[config.mk]
export PLATFORM = sky130hd
export DESIGN_NAME = sst_controller
export DESIGN_NICKNAME = d
export VERILOG_FILES = /design/src/rtl/sorted_slot_table_macros.svh /design/src/rtl/sst_pkg.sv /design/src/rtl/sst_controller.sv
export SDC_FILE = /design/constraint.sdc
export NUM_CORES = 1
export LEC_CHECK = 0
export BUFFER_PORTS_ARGS = -buffer_cell sky130_fd_sc_hd__buf_2
export CAP_MARGIN = 30
export CORE_MARGIN = 8
export CORE_UTILIZATION = 53
export CTS_CLUSTER_SIZE = 28
export DETAILED_ROUTE_END_ITERATION = 12
export PLACE_DENSITY_LB_ADDON = 0.05
export SLEW_MARGIN = 5
export SYNTH_ARGS = -nofsm -noshare
export SYNTH_HDL_FRONTEND = slang
export SYNTH_SLANG_ARGS = --single-unit
[constraint.sdc]
create_clock -name clock -period 4.6 [get_ports clock]
set_input_delay 1.38 -clock clock [delete_from_list [all_inputs] [get_ports clock]]
set_output_delay 1.38 -clock clock [all_outputs]
set_load 0.02 [all_outputs]
[src/rtl/sorted_slot_table_macros.svh]
// Assertion helpers used by the datapath of the sorted slot table.
`ifndef SORTED_SLOT_TABLE_MACROS_SVH
`define SORTED_SLOT_TABLE_MACROS_SVH

// A condition that must hold at every clock edge out of reset.
`define SST_ASSERT_ALWAYS(label, clk, rst, cond, msg) \
   label: assert property (@(posedge clk) disable iff (rst) (cond)) else $error(msg);

// A condition that, once seen, forces another one on the following edge.
`define SST_ASSERT_NEXT(label, clk, rst, pre, post, msg) \
   label: assert property (@(posedge clk) disable iff (rst) (pre) |=> (post)) else $error(msg);

`endif

[src/rtl/sst_pkg.sv]
`default_nettype none

package sst_pkg;

   // Size of the key space and of the table.
   localparam int SLOT_RANGE = 64;
   localparam int KEY_LIMIT  = (SLOT_RANGE < 64) ? SLOT_RANGE : 64;
   localparam int IDX_W      = (KEY_LIMIT > 1) ? $clog2(KEY_LIMIT) : 1;
   localparam int CNT_W      = $clog2(KEY_LIMIT + 1);
   localparam logic [CNT_W-1:0] KEY_LIMIT_C = CNT_W'(KEY_LIMIT);

   // Operation codes.
   localparam logic [2:0] OP_SET    = 3'd0;
   localparam logic [2:0] OP_CLEAR  = 3'd1;
   localparam logic [2:0] OP_LOOKUP = 3'd2;
   localparam logic [2:0] OP_MOVE   = 3'd3;
   localparam logic [2:0] OP_FIND   = 3'd4;
   localparam logic [2:0] OP_FREE   = 3'd5;

   typedef struct packed {
      logic [5:0]  key;
      logic [31:0] item;
      logic [31:0] serial;
      logic [15:0] amount;
   } entry_type;

   typedef struct packed {
      logic [2:0]  op;
      logic [5:0]  slot;
      logic [5:0]  target_slot;
      logic [31:0] item_id;
      logic [31:0] serial;
      logic [15:0] amount;
      logic [15:0] max_stack;
      logic [6:0]  find_limit;
   } req_type;

   typedef struct packed {
      logic        ok;
      logic [5:0]  key_out;
      logic [5:0]  position;
      logic [31:0] item_out;
      logic [31:0] serial_out;
      logic [15:0] amount_out;
      logic [6:0]  match_count;
      logic        last;
   } rsp_type;

   // Pass that the datapath runs over the table.
   typedef enum logic [2:0] {
      MODE_IDLE,
      MODE_SCAN,
      MODE_EMIT,
      MODE_UP,
      MODE_DOWN
   } mode_type;

   // Position that a shift pass starts from.
   typedef enum logic [1:0] {
      BASE_POS_S,
      BASE_INS_S,
      BASE_INS_MV
   } base_type;

   // Single entry writes.
   typedef enum logic [2:0] {
      WR_NONE,
      WR_NEW,
      WR_TGT,
      WR_SRC,
      WR_REKEY
   } wr_type;

   // Result beat contents.
   typedef enum logic [2:0] {
      OUT_FAIL,
      OUT_SET,
      OUT_ENTRY,
      OUT_MERGE,
      OUT_REKEY,
      OUT_FREE
   } out_type;

   typedef struct packed {
      logic     load;
      mode_type start;
      base_type base;
      wr_type   wr;
      logic     cnt_inc;
      logic     cnt_dec;
      logic     out_load;
      out_type  out_sel;
   } cmd_type;

   typedef struct packed {
      logic       busy;
      logic       out_free;
      logic [2:0] op;
      logic       set_ok;
      logic       found_s;
      logic       mv_ok;
      logic       mv_merge;
      logic       ns_zero;
      logic       find_any;
      logic       free_ok;
   } status_type;

endpackage

`default_nettype wire

[src/rtl/sst_controller.sv]
`default_nettype none

module sst_controller import sst_pkg::*; (
   input  wire        clock,
   input  wire        reset,
   input  wire        req_valid,
   output logic       req_ready,
   input  status_type status,
   output cmd_type    cmd
);

   typedef enum logic [3:0] {
      S_IDLE,
      S_SCAN,
      S_DECIDE,
      S_EMIT,
      S_UP,
      S_DOWN,
      S_WR_NEW,
      S_WR_TGT,
      S_WR_SRC,
      S_WR_REKEY,
      S_RESP
   } state_type;

   state_type state_ff, state_in;
   out_type   out_sel_ff, out_sel_in;

   assign req_ready = (state_ff == S_IDLE);

   // Next state and commands.
   always_comb begin
      state_in    = state_ff;
      out_sel_in  = out_sel_ff;
      cmd         = '0;
      cmd.start   = MODE_IDLE;
      cmd.base    = BASE_POS_S;
      cmd.wr      = WR_NONE;
      cmd.out_sel = out_sel_ff;
      case (state_ff)
         S_IDLE: begin
            if (req_valid) begin
               cmd.load  = 1'b1;
               cmd.start = MODE_SCAN;
               state_in  = S_SCAN;
            end
         end
         S_SCAN: begin
            if (!status.busy) begin
               state_in = S_DECIDE;
            end
         end
         S_DECIDE: begin
            out_sel_in = OUT_FAIL;
            state_in   = S_RESP;
            case (status.op)
               OP_SET: begin
                  if (status.set_ok) begin
                     cmd.start  = MODE_UP;
                     cmd.base   = BASE_INS_S;
                     out_sel_in = OUT_SET;
                     state_in   = S_UP;
                  end
               end
               OP_CLEAR: begin
                  if (status.found_s) begin
                     cmd.start  = MODE_DOWN;
                     out_sel_in = OUT_ENTRY;
                     state_in   = S_DOWN;
                  end
               end
               OP_LOOKUP: begin
                  if (status.found_s) begin
                     out_sel_in = OUT_ENTRY;
                  end
               end
               OP_MOVE: begin
                  if (status.mv_ok && status.mv_merge) begin
                     out_sel_in = OUT_MERGE;
                     state_in   = S_WR_TGT;
                  end else if (status.mv_ok) begin
                     cmd.start  = MODE_DOWN;
                     out_sel_in = OUT_REKEY;
                     state_in   = S_DOWN;
                  end
               end
               OP_FIND: begin
                  if (status.find_any) begin
                     cmd.start = MODE_EMIT;
                     state_in  = S_EMIT;
                  end
               end
               OP_FREE: begin
                  if (status.free_ok) begin
                     out_sel_in = OUT_FREE;
                  end
               end
               default: begin
                  out_sel_in = OUT_FAIL;
               end
            endcase
         end
         S_EMIT: begin
            if (!status.busy) begin
               state_in = S_IDLE;
            end
         end
         S_DOWN: begin
            if (!status.busy) begin
               cmd.cnt_dec = 1'b1;
               if ((status.op == OP_MOVE) && !status.mv_merge) begin
                  cmd.start = MODE_UP;
                  cmd.base  = BASE_INS_MV;
                  state_in  = S_UP;
               end else begin
                  state_in = S_RESP;
               end
            end
         end
         S_UP: begin
            if (!status.busy) begin
               state_in = (status.op == OP_SET) ? S_WR_NEW : S_WR_REKEY;
            end
         end
         S_WR_NEW: begin
            cmd.wr      = WR_NEW;
            cmd.cnt_inc = 1'b1;
            state_in    = S_RESP;
         end
         S_WR_REKEY: begin
            cmd.wr      = WR_REKEY;
            cmd.cnt_inc = 1'b1;
            state_in    = S_RESP;
         end
         S_WR_TGT: begin
            cmd.wr   = WR_TGT;
            state_in = S_WR_SRC;
         end
         S_WR_SRC: begin
            cmd.wr = WR_SRC;
            if (status.ns_zero) begin
               cmd.start = MODE_DOWN;
               state_in  = S_DOWN;
            end else begin
               state_in = S_RESP;
            end
         end
         S_RESP: begin
            cmd.out_load = 1'b1;
            if (status.out_free) begin
               state_in = S_IDLE;
            end
         end
         default: begin
            state_in = S_IDLE;
         end
      endcase
   end

   // State and registered result selection.
   always_ff @(posedge clock) begin
      if (reset) begin
         state_ff   <= S_IDLE;
         out_sel_ff <= OUT_FAIL;
      end else begin
         state_ff   <= state_in;
         out_sel_ff <= out_sel_in;
      end
   end

endmodule

`default_nettype wire

==> flow_summary.rst, run 1 <==
.. list-table::
   :header-rows: 1

   * - Metric
     - Value
   * - Fraction of synthesized cell area taken by the top area cell type
     - 0.158
   * - Unique masters post-synth
     - between 40 and 50
   * - Antenna violations before repair
     - 0
   * - Final clock period utilization by the worst path
     - 0.832
   * - Synth Warn #
     - 0
   * - Num CTS Buffers
     - 3
   * - Biggest fanout along the worst timing path
     - 18
   * - Final Hold Fails
     - 0
   * - Kind of start point of the critical path
     - input port
   * - Final routed wire length divided by cell count
     - about 14 µm
   * - Number of sinks handled by clock tree synthesis
     - 7
   * - Flop pwr share
     - 0.298
   * - Fin Setup TNS
     - 0 ns
   * - Number of cell instances on the worst register-to-register path
     - 5
   * - # IOs
     - 31
   * - Cells after Synth
     - 128
   * - Post-route DRC violation count
     - 0
   * - Hold path depth
     - 2
   * - Proportion of total power due to net switching
     - 0.465
   * - Critical path data arrival time
     - roughly 2.5 ns
   * - CTS H-tree depth
     - 1
   * - Number of synthesized register bits
     - 7
   * - Unrepaired setup endpoints after global routing
     - no
   * - Die W
     - 56.9 µm
   * - Overall die area
     - approximately 0.0032 mm²
   * - DP Wirelength
     - 1.84 mm
   * - Clock Skews
     - 0.00115 ns
   * - Fraction of layout cells with a size suffix above 1
     - 0.278
   * - Deepest clock path buffer count
     - 2
   * - Least-Margin Pin Slew
     - between 0.6 and 0.7 ns
   * - Max_cap viols
     - 0
   * - Post-synth design cell area
     - ~890 µm²
   * - Pin count of the biggest net entering global routing
     - 22
   * - Buffer count from post-CTS setup fixing
     - 0
   * - Total via count in the routed design
     - a little over 1000
   * - Count of input and output buffers
     - 30
   * - EDFF count, synth
     - 0
   * - Total leakage power
     - ~0.46 nW
   * - Filler Cells Inserted
     - 144
   * - TritonCTS clock tree
     - built
   * - Total grt overflow
     - 0
   * - Clk Latency, worst-skew pair
     - 0.24 ns
   * - Register area
     - between 100 and 150 µm²
   * - Post-synth net total
     - between 100 and 150
   * - Final count of negative-setup-slack endpoints
     - 0
   * - Die Y
     - about 57 µm
   * - Detailed Route Iter0 Violations
     - 25
   * - Sequential fraction of the synthesis area
     - 0.158
   * - Max Clk Rate
     - about 260 MHz
   * - Switching Power
     - between 0.00015 and 0.0002 W
   * - Overall routing resource usage
     - 0.144
   * - Shortest period the worst path allows
     - 3.83 ns
   * - Syn-to-layout area delta
     - 15.1%
   * - Vias in the first global route
     - roughly 900
   * - Power per unit of standard cell area
     - around 340 mW/mm²
   * - DR vias/cell
     - 6.05
   * - Mean instance size in the synthesized netlist
     - 6.92 µm²
   * - Worst voltage drop across the vdd grid
     - approximately 240 µV
   * - Num rows
     - 14
   * - Placer's final routability congestion estimate
     - around 0.84
   * - Max transition margin
     - 0.559
   * - First-pass GRT wire length
     - about 4.1 mm
   * - Clock root buffer
     - sky130_fd_sc_hd__clkbuf_4
   * - Top cells by area, synth
     - sky130_fd_sc_hd__dfxtp_1 16%, sky130_fd_sc_hd__a21oi_1 6.2%, sky130_fd_sc_hd__nand2_1 5.9%, sky130_fd_sc_hd__buf_2 4.5%, sky130_fd_sc_hd__nor2b_1 3.5%
   * - Crit path required time
     - ~3.2 ns
   * - Type of the worst setup path
     - input port to primary output
   * - Number of cells upsized or downsized after cts
     - 0
   * - Effective utilization at floorplan
     - 0.575
   * - NumNets Final
     - ~170
   * - Endpoint kind of the worst setup timing path
     - primary output
   * - Number of search-and-repair iterations in the first detailed-routing pass
     - 4
   * - Clock Power Share
     - 0.151
   * - Final WL
     - between 2 and 2.5 mm
   * - Number of antenna diodes
     - 0
   * - Area of the multi-input gates
     - about 670 µm²
   * - Total design power
     - between 0.0003 and 0.0004 W
   * - Internal power summed over all cells
     - ~0.00018 W
   * - Dominant synthesized flop cell
     - sky130_fd_sc_hd__dfxtp_1
   * - Floorplan Core Area
     - 0.00154 mm²
   * - Share of total power in combinational logic
     - 0.551
   * - # hold bufs at CTS
     - 0
   * - Antenna-violating nets left
     - 0
   * - Type of the worst min-delay path
     - flop to flop
   * - Yosys top cell by area
     - sky130_fd_sc_hd__dfxtp_1
   * - Pins Over Slew Limit
     - 0
   * - Status
     - complete, no violations
   * - Post-CTS clock slew at the launch and capture registers of the worst setup and hold paths
     - about 0.050 ns
   * - Fraction of registers with async set or reset after synthesis
     - 0
-- path summary, 6_finish.rpt --
kind | to | slack, ns | start
hold reg to reg | out_sel_ff[2]$_SDFFE_PP0P_ | 0.45 | out_sel_ff[2]$_SDFFE_PP0P_
hold / removal | out_sel_ff[2]$_SDFFE_PP0P_ | 0.45 | out_sel_ff[2]$_SDFFE_PP0P_
setup / recovery | cmd[11] | 0.77 | status[7]
setup reg to reg | state_ff[0]$_SDFFE_PP0P_ | 2.92 | state_ff[0]$_SDFFE_PP0P_
-- registers in the layout, indices dropped and copies added (netlist names) --
signal,cells
out_sel_ff,3
state_ff,4
-- per-stage QoR --
stage	utilization	setup slack (ns)	instances	instance area, µm²	hold slack (ns)
after floorplan	-	0.664	128	886	0.527
after global placement	0.644	0.799	163	993	0.442
after detailed placement	0.644	0.768	163	993	0.447
after CTS	0.662	0.766	167	1020	0.453
after global routing	0.662	0.690	167	1020	0.490
final	0.662	0.771	167	1020	0.451
-- metal layers --
layer  share of wire  vias to the layer above  wire (µm)  GRT usage
li1                -                      513          -          -
met1            0.45                      455       1060      0.193
met2            0.46                       40       1090      0.217
met3           0.084                        2        199     0.0270
met4          0.0064                        0         15     0.0604
met5               0                        -          0          0
-- cells in the final DEF (no fill, tap or decap), types with 2 or more instances in the layout --
| cell | synthesis | final |
|---|---|---|
| sky130_fd_sc_hd__buf_2 | 8 | 30 |
| sky130_fd_sc_hd__nand2_1 | 14 | 14 |
| sky130_fd_sc_hd__a21oi_1 | 11 | 11 |
| sky130_fd_sc_hd__dfxtp_1 | 7 | 7 |
| sky130_fd_sc_hd__nor2_1 | 6 | 6 |
| sky130_fd_sc_hd__nor2b_1 | 5 | 5 |
| sky130_fd_sc_hd__o21ai_0 | 5 | 5 |
| sky130_fd_sc_hd__nor3_1 | 5 | 5 |
| sky130_fd_sc_hd__nand2b_1 | 4 | 4 |
| sky130_fd_sc_hd__o21ai_1 | 4 | 4 |
| sky130_fd_sc_hd__and2_1 | 3 | 3 |
| sky130_fd_sc_hd__inv_1 | 3 | 3 |
| sky130_fd_sc_hd__mux2i_1 | 3 | 3 |
| sky130_fd_sc_hd__or3_1 | 3 | 3 |
| sky130_fd_sc_hd__nor3b_1 | 3 | 3 |
| sky130_fd_sc_hd__a31oi_1 | 3 | 3 |
| sky130_fd_sc_hd__o32ai_1 | 3 | 3 |
| sky130_fd_sc_hd__clkbuf_4 | 0 | 3 |
| sky130_fd_sc_hd__nor4_1 | 2 | 2 |
| sky130_fd_sc_hd__and3_1 | 2 | 2 |
| sky130_fd_sc_hd__or2_1 | 2 | 2 |
| sky130_fd_sc_hd__nand4bb_1 | 2 | 2 |
| sky130_fd_sc_hd__nand3b_1 | 2 | 2 |
| sky130_fd_sc_hd__o22ai_1 | 2 | 2 |
| sky130_fd_sc_hd__or2_2 | 2 | 2 |
| sky130_fd_sc_hd__nand3_1 | 2 | 2 |
-- power by group through the flow --
stage | Combinational [W] | Clock (W) | Sequential (W)
6_report | 0.000191 | 0.0000522 | 0.000103
5_1_grt | 0.000214 | 0.0000572 | 0.000107
4_1_cts | 0.000191 | 0.0000556 | 0.000102
3_5_place_dp | 0.000190 | 0 | 0.000103
3_3_place_gp | 0.000187 | 0 | 0.000102
2_1_floorplan | 0.000172 | 0 | 0.0000794
-- critical path: stages --
cell,delay [ns]
sky130_fd_sc_hd__buf_2,0.20
sky130_fd_sc_hd__or3_4,0.40
sky130_fd_sc_hd__nor3b_2,0.19
sky130_fd_sc_hd__or3_1,0.12
sky130_fd_sc_hd__buf_2,0.15
-- Yosys cell counts (2+ instances only) --
library cell	n
sky130_fd_sc_hd__nand2_1	14
sky130_fd_sc_hd__nor2_1	6
sky130_fd_sc_hd__inv_1	3
sky130_fd_sc_hd__o22ai_1	2
sky130_fd_sc_hd__nor3_1	5
sky130_fd_sc_hd__and3_1	2
sky130_fd_sc_hd__nand3b_1	2
sky130_fd_sc_hd__nand4bb_1	2
sky130_fd_sc_hd__buf_2	8
sky130_fd_sc_hd__a21oi_1	11
sky130_fd_sc_hd__mux2i_1	3
sky130_fd_sc_hd__o32ai_1	3
sky130_fd_sc_hd__or2_2	2
sky130_fd_sc_hd__o21ai_0	5
sky130_fd_sc_hd__nand3_1	2
sky130_fd_sc_hd__o21ai_1	4
sky130_fd_sc_hd__dfxtp_1	7
sky130_fd_sc_hd__a31oi_1	3
sky130_fd_sc_hd__nor4_1	2
sky130_fd_sc_hd__nor3b_1	3
sky130_fd_sc_hd__or2_1	2
sky130_fd_sc_hd__or3_1	3
sky130_fd_sc_hd__and2_1	3
sky130_fd_sc_hd__nor2b_1	5
sky130_fd_sc_hd__nand2b_1	4
-- logic make-up (layout without fill, tap and decap cells) --
logic type             Yosys count  after routing  share of synthesized area
muxes                            3              3                     0.0339
DFF                              7              7                      0.158
buffers and inverters           15             38                     0.0876
AOI/OAI and AO/OA               38             38                      0.273
and+or+nand+nor                 65             65                      0.448
-- final cells by class --
class / instances / area share
multi-input cells: 106 / 0.655
flip-flops and latches: 7 / 0.137
inverters: 4 / 0.0147
clock buffers: 4 / 0.0258
repair buffers: 30 / 0.147
well taps: 16 / 0.0196
(Power assumes the default switching activity.)
==> run 2, diff against run 1 <==
- CORE_UTILIZATION: 53 -> 44
- clock period: 4.6 -> 3.51 ns (I/O delays scaled with it)
==> run 2 against run 1 <==
Clock skew is 0.00092 ns lower. Sequential share of layout area down 0.38 points. Via count about the same. Worst setup slack worse by 0.46 ns. Combinational power rose by 42%. Sequential cell count unchanged. Final cell count is 7.8% higher. First-iteration DRC count rose by 8.0%. Register-to-register slack lost 1.0 ns. Die area increased by 15%.
==> flow_summary.rst, run 2 (synthesis results as in run 1) <==
.. list-table::
   :header-rows: 1

   * - Metric
     - Value
   * - Status
     - complete, no violations (unchanged)
   * - Post-route DRC violation count
     - 0 (unchanged)
   * - Endpoint kind of the worst setup timing path
     - primary output (unchanged)
   * - Power per unit of standard cell area
     - 442 mW/mm² (was 339 mW/mm²)
   * - Syn-to-layout area delta
     - 18.4% (was 15.1%)
   * - Kind of cell adding the most delay to the critical path
     - simple AND/OR/NAND/NOR gates (unchanged)
   * - NumNets Final
     - 169 (was 167)
   * - Register containing the most flip-flops in the final layout
     - state_ff (unchanged)
   * - Final routed wire length divided by cell count
     - 13.8 µm (was 14.1 µm)
   * - Switching Power
     - 0.000215 W (was 0.000161 W)
   * - DR vias/cell
     - 5.62 (was 6.05)
   * - Final Hold Fails
     - 0 (unchanged)
   * - Fraction of layout cells with a size suffix above 1
     - 0.288 (was 0.278)
   * - Number of search-and-repair iterations in the first detailed-routing pass
     - 4 (unchanged)
   * - Clock Power Share
     - 0.150 (was 0.151)
   * - Type of the worst setup path
     - input port to primary output (unchanged)
   * - Antenna-violating nets left
     - 0 (unchanged)
   * - Crit path max-delay cell type
     - sky130_fd_sc_hd__or3_4 (unchanged)
   * - Clock Skews
     - 0.000228 ns (was 0.00115 ns)
   * - Final clock period utilization by the worst path
     - 0.912
   * - Floorplan Core Area
     - 0.00192 mm² (was 0.00154 mm²)
   * - # hold bufs at CTS
     - 0 (unchanged)
   * - Max Clk Rate
     - 312 MHz
   * - Kind of start point of the critical path
     - input port (unchanged)
   * - Overall die area
     - 0.00371 mm² (was 0.00324 mm²)
   * - Die Y
     - 60.9 µm (was 56.9 µm)
   * - Total via count in the routed design
     - 1011 (was 1010)
   * - Detailed Route Iter0 Violations
     - 27 (was 25)
   * - Clk Latency, worst-skew pair
     - 0.24 ns (about the same)
   * - Deepest clock path buffer count
     - 2 (unchanged)
   * - Count of input and output buffers
     - 30 (unchanged)
   * - Worst voltage drop across the vdd grid
     - 345 µV (was 244 µV)
   * - Flip-flop count of the largest register, all copies and words added
     - 4 (unchanged)
   * - Proportion of total power due to net switching
     - 0.464 (was 0.465)
   * - Placer's final routability congestion estimate
     - 0.792 (was 0.837)
   * - Worst Path Buf+Inv
     - 2 (unchanged)
   * - Type of the worst min-delay path
     - flop to flop (unchanged)
   * - Least-Margin Pin Slew
     - 0.419 ns (was 0.660 ns)
   * - Number of cells upsized or downsized after cts
     - 0 (unchanged)
   * - Overall routing resource usage
     - 0.135 (was 0.144)
   * - Final count of negative-setup-slack endpoints
     - 0 (unchanged)
   * - WHS
     - 0.454 ns (was 0.451 ns)
   * - Critical path cell sequence
     - buf_2 -> or3_4 -> nor3b_2 -> or3_1 -> buf_2 (unchanged)
   * - Pins Over Slew Limit
     - 0 (unchanged)
   * - Total grt overflow
     - 0 (unchanged)
   * - Maximum single-stage delay on the critical path
     - 0.41 ns (was 0.40 ns)
   * - Total leakage power
     - 0.472 nW (was 0.461 nW)
   * - Num CTS Buffers
     - 3 (unchanged)
   * - Number of sinks handled by clock tree synthesis
     - 7 (unchanged)
   * - Post-CTS clock slew at the launch and capture registers of the worst setup and hold paths
     - 0.05 ns (about the same)
   * - Max_cap viols
     - 0 (unchanged)
   * - Final WL
     - 2.48 mm (was 2.36 mm)
   * - Share of total power in combinational logic
     - 0.587 (was 0.551)
   * - Shortest period the worst path allows
     - about 3.2 ns
   * - Crit path required time
     - 2.46 ns (was 3.22 ns)
   * - Cell with the most instances on the worst path
     - sky130_fd_sc_hd__buf_2 (unchanged)
   * - Internal power summed over all cells
     - 0.000248 W (was 0.000185 W)
   * - DP Wirelength
     - 1.94 mm (was 1.84 mm)
   * - Registers with the highest flip-flop counts
     - state_ff: 4 flops, out_sel_ff: 3 flops (unchanged)
   * - Flop pwr share
     - 0.262 (was 0.298)
   * - # IOs
     - 31 (unchanged)
   * - Antenna violations before repair
     - 0 (unchanged)
   * - Unrepaired setup endpoints after global routing
     - no (unchanged)
   * - Effective utilization at floorplan
     - 0.461 (was 0.575)
   * - Most frequent cells in the layout
     - 30 x sky130_fd_sc_hd__buf_2, 14 x sky130_fd_sc_hd__nand2_1, 11 x sky130_fd_sc_hd__a21oi_1, 7 x sky130_fd_sc_hd__dfxtp_1, 6 x sky130_fd_sc_hd__nor2_1 (unchanged)
   * - CTS H-tree depth
     - 1 (unchanged)
   * - Die W
     - 60.9 µm (was 56.9 µm)
   * - Buffer count from post-CTS setup fixing
     - 0 (unchanged)
   * - Vias in the first global route
     - 926 (was 917)
   * - Max transition margin
     - 0.720 (was 0.559)
   * - Clock root buffer
     - sky130_fd_sc_hd__clkbuf_4 (unchanged)
   * - Number of antenna diodes
     - 0 (unchanged)
   * - TritonCTS clock tree
     - built (unchanged)
   * - Fin Setup TNS
     - 0 ns (unchanged)
   * - Critical path data arrival time
     - 2.15 ns (was 2.45 ns)
   * - Num rows
     - 16 (was 14)
   * - Pin count of the biggest net entering global routing
     - 19 (was 22)
   * - Most frequent standard cell in the layout excluding fill and tap cells
     - sky130_fd_sc_hd__buf_2 (unchanged)
   * - First-pass GRT wire length
     - 3.93 mm (was 4.09 mm)
   * - Biggest fanout along the worst timing path
     - 16 (was 18)
==> run 2: area by class of cell <==
cell class	count	area [µm²]
fill	211	873
multi-input combinational	106	668
timing repair buffer	32	165
sequential	7	140
tap	27	33.8
clock buffer	4	26.3
inverter	4	15.0
==> run 2: final timing paths <==
| path | startpoint | endpoint | slack [ns] | cells after the start |
|---|---|---|---|---|
| max | status[8] | cmd[11] | 0.31 | 5 |
| max reg2reg | state_ff[3]$_SDFFE_PP0P_ | state_ff[2]$_SDFFE_PP0P_ | 1.89 | 5 |
| min reg2reg | out_sel_ff[0]$_SDFFE_PP0P_ | out_sel_ff[0]$_SDFFE_PP0P_ | 0.45 | 2 |
| min | out_sel_ff[0]$_SDFFE_PP0P_ | out_sel_ff[0]$_SDFFE_PP0P_ | 0.45 | 2 |
==> run 2: power groups by stage <==
stage | Combinational, W | Sequential, W | Clock (W)
after CTS | 0.000273 | 0.000121 | 0.0000751
after detailed placement | 0.000271 | 0.000122 | 0
final | 0.000272 | 0.000122 | 0.0000696
after floorplan | 0.000225 | 0.000104 | 0
after global placement | 0.000268 | 0.000122 | 0
after global routing | 0.000301 | 0.000123 | 0.0000808
==> run 2: per-layer routing <==
layer | part of all wire | vias to the layer above | global-route usage
met5 | 0 | - | 0
met4 | 0.010 | 0 | 0.0698
met3 | 0.082 | 4 | 0.0191
met2 | 0.46 | 37 | 0.213
met1 | 0.45 | 453 | 0.172
li1 | - | 517 | -
==> run 2: worst register-to-register path, delay by kind of cell, from the launching register on <==
| kind | cells | cell delay, ns |
|---|---|---|
| flip-flops | 1 | 0.52 |
| AND/OR/NAND/NOR | 3 | 0.57 |
| AO/OA/AOI/OAI | 2 | 0.42 |
==> run 2: stage by stage <==
stage	area, µm²	power (W)	utilization	std cells	worst slack (ns)
floorplan	886	0.000329	-	128	0.228
global placement	1020	0.000390	0.532	176	0.357
detailed placement	1020	0.000394	0.532	176	0.308
CTS	1050	0.000468	0.546	180	0.309
global route	1050	0.000505	0.546	180	0.224
finish	1050	0.000463	0.546	180	0.310
